==> src/hsl_pkg.sv <==
// package for the hsl to rgb converter: word types, fixed-point constants, sextant codes
`default_nettype none
package hsl_pkg;

    // fixed-point format of hue, saturation and lightness
    localparam int FRAC_BITS = 15;
    localparam int IN_W      = 16;
    localparam int FX_W      = FRAC_BITS + 1;
    localparam int BYTE_W    = 8;

    localparam logic [FX_W-1:0] FX_ONE  = FX_W'(1) << FRAC_BITS;
    localparam logic [FX_W-1:0] FX_HALF = FX_W'(1) << (FRAC_BITS - 1);

    // color sextants of the hue circle
    typedef enum logic [2:0] {
        SX_RED_YEL = 3'd0,
        SX_YEL_GRN = 3'd1,
        SX_GRN_CYN = 3'd2,
        SX_CYN_BLU = 3'd3,
        SX_BLU_MAG = 3'd4,
        SX_MAG_RED = 3'd5
    } t_sextant;

    // full hue lands one past the last sextant
    localparam logic [2:0] SX_WRAP = 3'd6;

    typedef struct packed {
        logic [IN_W-1:0] hue;
        logic [IN_W-1:0] saturation;
        logic [IN_W-1:0] lightness;
    } t_hsl_word;

    typedef struct packed {
        logic [BYTE_W-1:0]   red;
        logic [BYTE_W-1:0]   green;
        logic [BYTE_W-1:0]   blue;
        logic [3*BYTE_W-1:0] packed_rgb;
    } t_rgb_word;

endpackage
`default_nettype wire

==> src/hsl_to_rgb_converter.sv <==
// hsl to rgb converter: six-stage pipeline from one hsl word to one rgb word
//
//  channel | direction | handshake               | payload
//  --------+-----------+-------------------------+---------------------------
//  in      | into      | i_in_valid / o_in_stall | i_in_word  (t_hsl_word)
//  out     | out of    | o_out_valid / i_out_stall | o_out_word (t_rgb_word)
//
// - six register stages; a taken word leaves from the stage 6 register
// - one word per cycle when the output side does not stall
// - the slowest stages each hold one product (16x16 l*s, then 16x15 (v-m)*fract)
// - synchronous active-low reset clears only the stage valid bits
// - a stall on the output, while the last stage holds a word, holds the whole
//   pipeline in place; the input stall rises only while that word is not taken
`default_nettype none
module hsl_to_rgb_converter
    import hsl_pkg::*;
(
    input  wire logic      i_clk,
    input  wire logic      i_rst_n,
    input  wire logic      i_in_valid,
    output logic           o_in_stall,
    input  wire t_hsl_word i_in_word,
    output logic           o_out_valid,
    input  wire logic      i_out_stall,
    output t_rgb_word      o_out_word
);

    localparam int HS_W   = FX_W + 3;          // hue times six
    localparam int PROD_W = 2 * FX_W;          // l*s
    localparam int RAMP_W = FX_W + FRAC_BITS;  // (v-m)*fract
    localparam int SCL_W  = FX_W + BYTE_W;     // channel times 255

    // pipeline advance: everything moves unless the last word is held
    logic en;
    assign en         = !(o_out_valid && i_out_stall);
    assign o_in_stall = !en;

    logic [5:0] r_vld;

    always_ff @(posedge i_clk) begin
        if (!i_rst_n) begin
            r_vld <= '0;
        end else if (en) begin
            r_vld <= {r_vld[4:0], i_in_valid};
        end
    end

    // ---------------------------------------------------------------
    // stage 1: clamp inputs to one
    logic [FX_W-1:0] n1_h, n1_s, n1_l;
    logic [FX_W-1:0] r1_h, r1_s, r1_l;

    always_comb begin
        n1_h = (i_in_word.hue        > IN_W'(FX_ONE)) ? FX_ONE : FX_W'(i_in_word.hue);
        n1_s = (i_in_word.saturation > IN_W'(FX_ONE)) ? FX_ONE : FX_W'(i_in_word.saturation);
        n1_l = (i_in_word.lightness  > IN_W'(FX_ONE)) ? FX_ONE : FX_W'(i_in_word.lightness);
    end

    always_ff @(posedge i_clk) begin
        if (en) begin
            r1_h <= n1_h;
            r1_s <= n1_s;
            r1_l <= n1_l;
        end
    end

    // ---------------------------------------------------------------
    // stage 2: l*s product, hue split into sextant and fraction
    logic [PROD_W-1:0]    n2_ls;
    logic [HS_W-1:0]      n2_h6;
    logic [2:0]           n2_sx_raw;
    t_sextant             n2_sx;
    logic [FRAC_BITS-1:0] n2_fract;

    logic [PROD_W-1:0]    r2_ls;
    t_sextant             r2_sx;
    logic [FRAC_BITS-1:0] r2_fract;
    logic [FX_W-1:0]      r2_s, r2_l;

    always_comb begin
        n2_ls     = PROD_W'(r1_l) * PROD_W'(r1_s);
        n2_h6     = (HS_W'(r1_h) << 2) + (HS_W'(r1_h) << 1);
        n2_sx_raw = n2_h6[FRAC_BITS+2:FRAC_BITS];
        n2_fract  = n2_h6[FRAC_BITS-1:0];
        n2_sx     = t_sextant'(n2_sx_raw);
        // full hue wraps to the red-yellow sextant at its start
        if (n2_sx_raw == SX_WRAP) begin
            n2_sx    = SX_RED_YEL;
            n2_fract = '0;
        end
    end

    always_ff @(posedge i_clk) begin
        if (en) begin
            r2_ls    <= n2_ls;
            r2_sx    <= n2_sx;
            r2_fract <= n2_fract;
            r2_s     <= r1_s;
            r2_l     <= r1_l;
        end
    end

    // ---------------------------------------------------------------
    // stage 3: v (largest channel) and m (smallest channel)
    logic [FX_W-1:0] n3_lsq;
    logic [FX_W:0]   n3_vpre;
    logic [FX_W-1:0] n3_v;
    logic [FX_W:0]   n3_l2;
    logic [FX_W-1:0] n3_m;

    t_sextant             r3_sx;
    logic [FRAC_BITS-1:0] r3_fract;
    logic [FX_W-1:0]      r3_v, r3_m, r3_l;
    logic                 r3_gray;

    always_comb begin
        n3_lsq = r2_ls[FRAC_BITS +: FX_W];
        // l*(1+s) equals l + l*s since l*one truncates exactly
        if (r2_l <= FX_HALF) begin
            n3_vpre = (FX_W+1)'(r2_l) + (FX_W+1)'(n3_lsq);
        end else begin
            n3_vpre = (FX_W+1)'(r2_l) + (FX_W+1)'(r2_s) - (FX_W+1)'(n3_lsq);
        end
        n3_v  = (n3_vpre > (FX_W+1)'(FX_ONE)) ? FX_ONE : n3_vpre[FX_W-1:0];
        n3_l2 = {r2_l, 1'b0};
        if (n3_l2 > (FX_W+1)'(n3_v)) begin
            n3_m = FX_W'(n3_l2 - (FX_W+1)'(n3_v));
        end else begin
            n3_m = '0;
        end
        if (n3_m > n3_v) begin
            n3_m = n3_v;
        end
    end

    always_ff @(posedge i_clk) begin
        if (en) begin
            r3_sx    <= r2_sx;
            r3_fract <= r2_fract;
            r3_v     <= n3_v;
            r3_m     <= n3_m;
            r3_l     <= r2_l;
            r3_gray  <= (n3_v == '0);
        end
    end

    // ---------------------------------------------------------------
    // stage 4: ramp product (v-m)*fract
    logic [RAMP_W-1:0] n4_prod;

    t_sextant          r4_sx;
    logic [RAMP_W-1:0] r4_prod;
    logic [FX_W-1:0]   r4_v, r4_m, r4_l;
    logic              r4_gray;

    assign n4_prod = RAMP_W'(r3_v - r3_m) * RAMP_W'(r3_fract);

    always_ff @(posedge i_clk) begin
        if (en) begin
            r4_sx   <= r3_sx;
            r4_prod <= n4_prod;
            r4_v    <= r3_v;
            r4_m    <= r3_m;
            r4_l    <= r3_l;
            r4_gray <= r3_gray;
        end
    end

    // ---------------------------------------------------------------
    // stage 5: rising and falling ramps, channel pick by sextant
    logic [FX_W-1:0] n5_ramp, n5_mid1, n5_mid2;
    logic [FX_W-1:0] n5_r, n5_g, n5_b;
    logic [FX_W-1:0] r5_r, r5_g, r5_b;

    always_comb begin
        n5_ramp = r4_prod[FRAC_BITS +: FX_W];
        n5_mid1 = r4_m + n5_ramp;
        n5_mid2 = r4_v - n5_ramp;
        case (r4_sx)
            SX_RED_YEL: begin
                n5_r = r4_v;    n5_g = n5_mid1; n5_b = r4_m;
            end
            SX_YEL_GRN: begin
                n5_r = n5_mid2; n5_g = r4_v;    n5_b = r4_m;
            end
            SX_GRN_CYN: begin
                n5_r = r4_m;    n5_g = r4_v;    n5_b = n5_mid1;
            end
            SX_CYN_BLU: begin
                n5_r = r4_m;    n5_g = n5_mid2; n5_b = r4_v;
            end
            SX_BLU_MAG: begin
                n5_r = n5_mid1; n5_g = r4_m;    n5_b = r4_v;
            end
            default: begin
                n5_r = r4_v;    n5_g = r4_m;    n5_b = n5_mid2;
            end
        endcase
        // zero v gives gray at the lightness level
        if (r4_gray) begin
            n5_r = r4_l;
            n5_g = r4_l;
            n5_b = r4_l;
        end
    end

    always_ff @(posedge i_clk) begin
        if (en) begin
            r5_r <= n5_r;
            r5_g <= n5_g;
            r5_b <= n5_b;
        end
    end

    // ---------------------------------------------------------------
    // stage 6: scale by 255, truncate, pack; this is the output register
    function automatic logic [BYTE_W-1:0] to_byte(input logic [FX_W-1:0] c);
        logic [SCL_W-1:0] sc;
        logic [SCL_W-1:0] q;
        sc = (SCL_W'(c) << BYTE_W) - SCL_W'(c);
        q  = sc >> FRAC_BITS;
        return (q > SCL_W'(8'hFF)) ? 8'hFF : q[BYTE_W-1:0];
    endfunction

    logic [BYTE_W-1:0] n6_r, n6_g, n6_b;
    t_rgb_word         r6_word;

    always_comb begin
        n6_r = to_byte(r5_r);
        n6_g = to_byte(r5_g);
        n6_b = to_byte(r5_b);
    end

    always_ff @(posedge i_clk) begin
        if (en) begin
            r6_word.red        <= n6_r;
            r6_word.green      <= n6_g;
            r6_word.blue       <= n6_b;
            r6_word.packed_rgb <= {n6_r, n6_g, n6_b};
        end
    end

    assign o_out_valid = r_vld[5];
    assign o_out_word  = r6_word;

endmodule
`default_nettype wire

==> config.mk <==
export PLATFORM = sky130hd
export DESIGN_NAME = hsl_to_rgb_converter
export DESIGN_NICKNAME = d
export VERILOG_FILES = /design/src/hsl_pkg.sv /design/src/hsl_to_rgb_converter.sv
export SDC_FILE = /design/constraint.sdc
export NUM_CORES = 2
export LEC_CHECK = 0
export BUFFER_PORTS_ARGS = -buffer_cell sky130_fd_sc_hd__clkbuf_2
export CAP_MARGIN = 20
export CORE_MARGIN = 4
export CORE_UTILIZATION = 35
export CTS_CLUSTER_SIZE = 24
export DETAILED_ROUTE_END_ITERATION = 16
export PLACE_DENSITY = 0.49
export REMOVE_ABC_BUFFERS = 1
export SYNTH_ARGS = -nofsm -noshare
export SYNTH_HDL_FRONTEND = slang
export SYNTH_SLANG_ARGS = --single-unit
==> constraint.sdc <==
create_clock -name i_clk -period 11.4 [get_ports i_clk]
set_input_delay 1.14 -clock i_clk [delete_from_list [all_inputs] [get_ports i_clk]]
set_output_delay 1.14 -clock i_clk [all_outputs]
set_load 0.01 [all_outputs]
==> impl_metrics.csv <==
group,metric,value,unit
run_status,status,"finished clean",
sta,slew_headroom,0.305,
finish,synthToLayoutAreaGrowth,8.62,%
routing,via_per_inst,5.01,
floorplan,design.die.area,112000,um^2
yosys,synth_warnings,0,
setup_path,crit_family,"adder cells",
clock_tree,cts_made_buffers,41,
sta,setup_ws,1.76,ns
floorplan,ioPinCount,102,
yosys,yosysTopAreaCell,"edfxtp_1",
global_route,gr-total-overflow,0,
clock_tree,htree_levels,2,
routing,vias,26600,
global_route,grt_pass1_vias,26900,
sta,post-route-period-util,0.846,
yosys,synth.distinct_cells,78,
global_route,grt_use_met1,0.263,
sta,skew,0.0394,ns
finish,drive_above_1_share,0.0677,
yosys,synthArstFlopShare,0,
routing,first_pass_iters,5,
sta,fmax,0.104,GHz
global_route,grt_pass1_wl,157,mm
sta,max_slew.worst_pin.slew,1.04,ns
setup_path,critPathArrivalTime,9.98,ns
setup_path,crit_required,11.74,ns
yosys,avgSynthCellArea,9.63,um^2
min_path,hold_class,"flip-flop to flip-flop",
sta,tns,0,ns
clock_tree,cts_root_buf,"clkbuf_16",
clock_tree,cts_setup_buffers,0,
setup_path,critPathMaxStageDelay,0.77,ns
yosys,synthFlopType,"edfxtp_1",
routing,drc,0,
setup_path,cp_common_cell,"fa_1",
global_route,gr-usage-met2,0.280,
floorplan,die-height,334,um
setup_path,cp-end-kind,"flip-flop",
global_route,grtUsageTotal,0.179,
clock_tree,insertion_delay,0.61,ns
routing,drt-initial-drc-count,1638,
yosys,synth_seq_cells,325,
clock_tree,clkSinkCount,325,
clock_tree,clockBufferDepth,3,
clock_tree,clkSlewWorstSetupHoldPaths,0.07,ns
placed_design,dpl.hpwl,76.2,mm
clock_tree,ctsResizeCount,0,
yosys,synth_top_area_share,0.257,
floorplan,start_util,0.353,
global_route,grt_max_degree,75,
sta,rsz0062_at_grt,"no",
placed_design,gp_congestion,0.858,
setup_path,critPathKind,"flip-flop to flip-flop",
global_route,grt_use_met3,0.0228,
setup_path,path_max_fanout,29,
sta,fin_crit,9.64,ns
routing,routedWlPerCell,18.6,um
routing,antenna_left,0,
global_route,antenna_found_initial,4,
finish,final_cell_mix,"inv_1, nand2_1, fa_1",
yosys,yosysSeqAreaShare,0.260,
placed_design,port_buffers,101,
global_route,grt.busiest_layer,"met2",
sta,hold_violations,0,
floorplan,rows,119,
finish,final_common_cell,"inv_1",
yosys,netlist_instances,3874,
routing,wirelength,98.8,mm
floorplan,die_w,334,um
setup_path,critPathSlowestCell,"or4b_2",
setup_path,worst_setup_path_start_kind,"flip-flop",
clock_tree,cts_tree,"built",
finish,nets,4709,
flow_run,drv_cap,0,
sta,finalSetupViolCount,0,
yosys,synth_area,37300,um^2
placed_design,place_ws,1.76,ns
yosys,ys_top_cells_by_area,"edfxtp_1, fa_1, ha_1, inv_1, nand2_1",
setup_path,path_buf_inv,2,
yosys,synth_edf_count,319,
clock_tree,holdBufCountCts,0,
sta,report.final.slew_viol_count,0,
floorplan,coreArea,106000,um^2
routing by layer:
metal,wire (um),part of all wire
met1,47600,0.48
met2,43900,0.44
met4,2490,0.025
met5,0,0
met3,4800,0.049
worst paths after layout:
check,from,end,slack [ns],depth (start not counted)
worst max register to register,r3_v[1],r4_prod[30],1.76,30
worst min register to register,r2_fract[3],r3_fract[3],0.41,0
worst max-delay path,r3_v[1],r4_prod[30],1.76,30
worst min-delay path,r2_fract[3],r3_fract[3],0.41,0
final cells by class:
cell class,count,area (um^2)
Inverter,665,2500
Clock inverter,28,263
Clock buffer,47,1070
Timing Repair Buffer,140,830
Antenna cell,1,2.50
Fill cell,10500,65000
Tap cell,1391,1740
Sequential cell,325,9700
Multi-Input combinational cell,2711,24400
metrics by stage:
step           area (um^2)  hold slack [ns]  utilization  std cells
3_5_place_dp         39200            0.405        0.371       5231
2_1_floorplan        36500            0.400            -       3701
5_1_grt              40500            0.418        0.384       5307
4_1_cts              40500            0.414        0.384       5306
3_3_place_gp         39100            0.401        0.371       5229
6_report             40500            0.412        0.384       5308
synth_stat cells (all sizes together), types with 73 or more instances:
library cell and count:
nor2b 73, o21ai 111, and2 232, a21oi 130, ha 340, xnor2 84
fa 433, nor2 165, clkbuf 142, inv 664, edfxtp 319, nand2 443
state kept, by name, summed over array words and instances, names as in the netlist, 14 cells and up:
signal and flops:
r2_s 16, r5_g 16, r4_l 16, r4_v 16, r4_prod 16, r3_fract 14
r5_b 16, r2_fract 14, r2_ls 16, r4_m 16, r3_v 16, r1_h 16
o_out_word 24, r1_l 16, r5_r 16, r3_l 16, r3_m 16, r2_l 16
r1_s 16
cells by family (layout without fill, tap and decap cells):
| group | after synthesis | count (layout) | share of synthesized area |
|---|---|---|---|
| flip-flops | 325 | 325 | 0.260 |
| other | 0 | 1 | 0 |
| XOR/XNOR | 129 | 129 | 0.0303 |
| AND/OR/NAND/NOR | 1205 | 1205 | 0.162 |
| multiplexers | 61 | 61 | 0.0178 |
| buffers and inverters | 838 | 880 | 0.0872 |
| adder cells (fa/ha/maj) | 773 | 773 | 0.346 |
| AO/OA/AOI/OAI | 543 | 543 | 0.0965 |
Power is left out: the tool's default activity adds up to more than one toggle a clock period on the data nets, which glitch-free logic cannot reach.
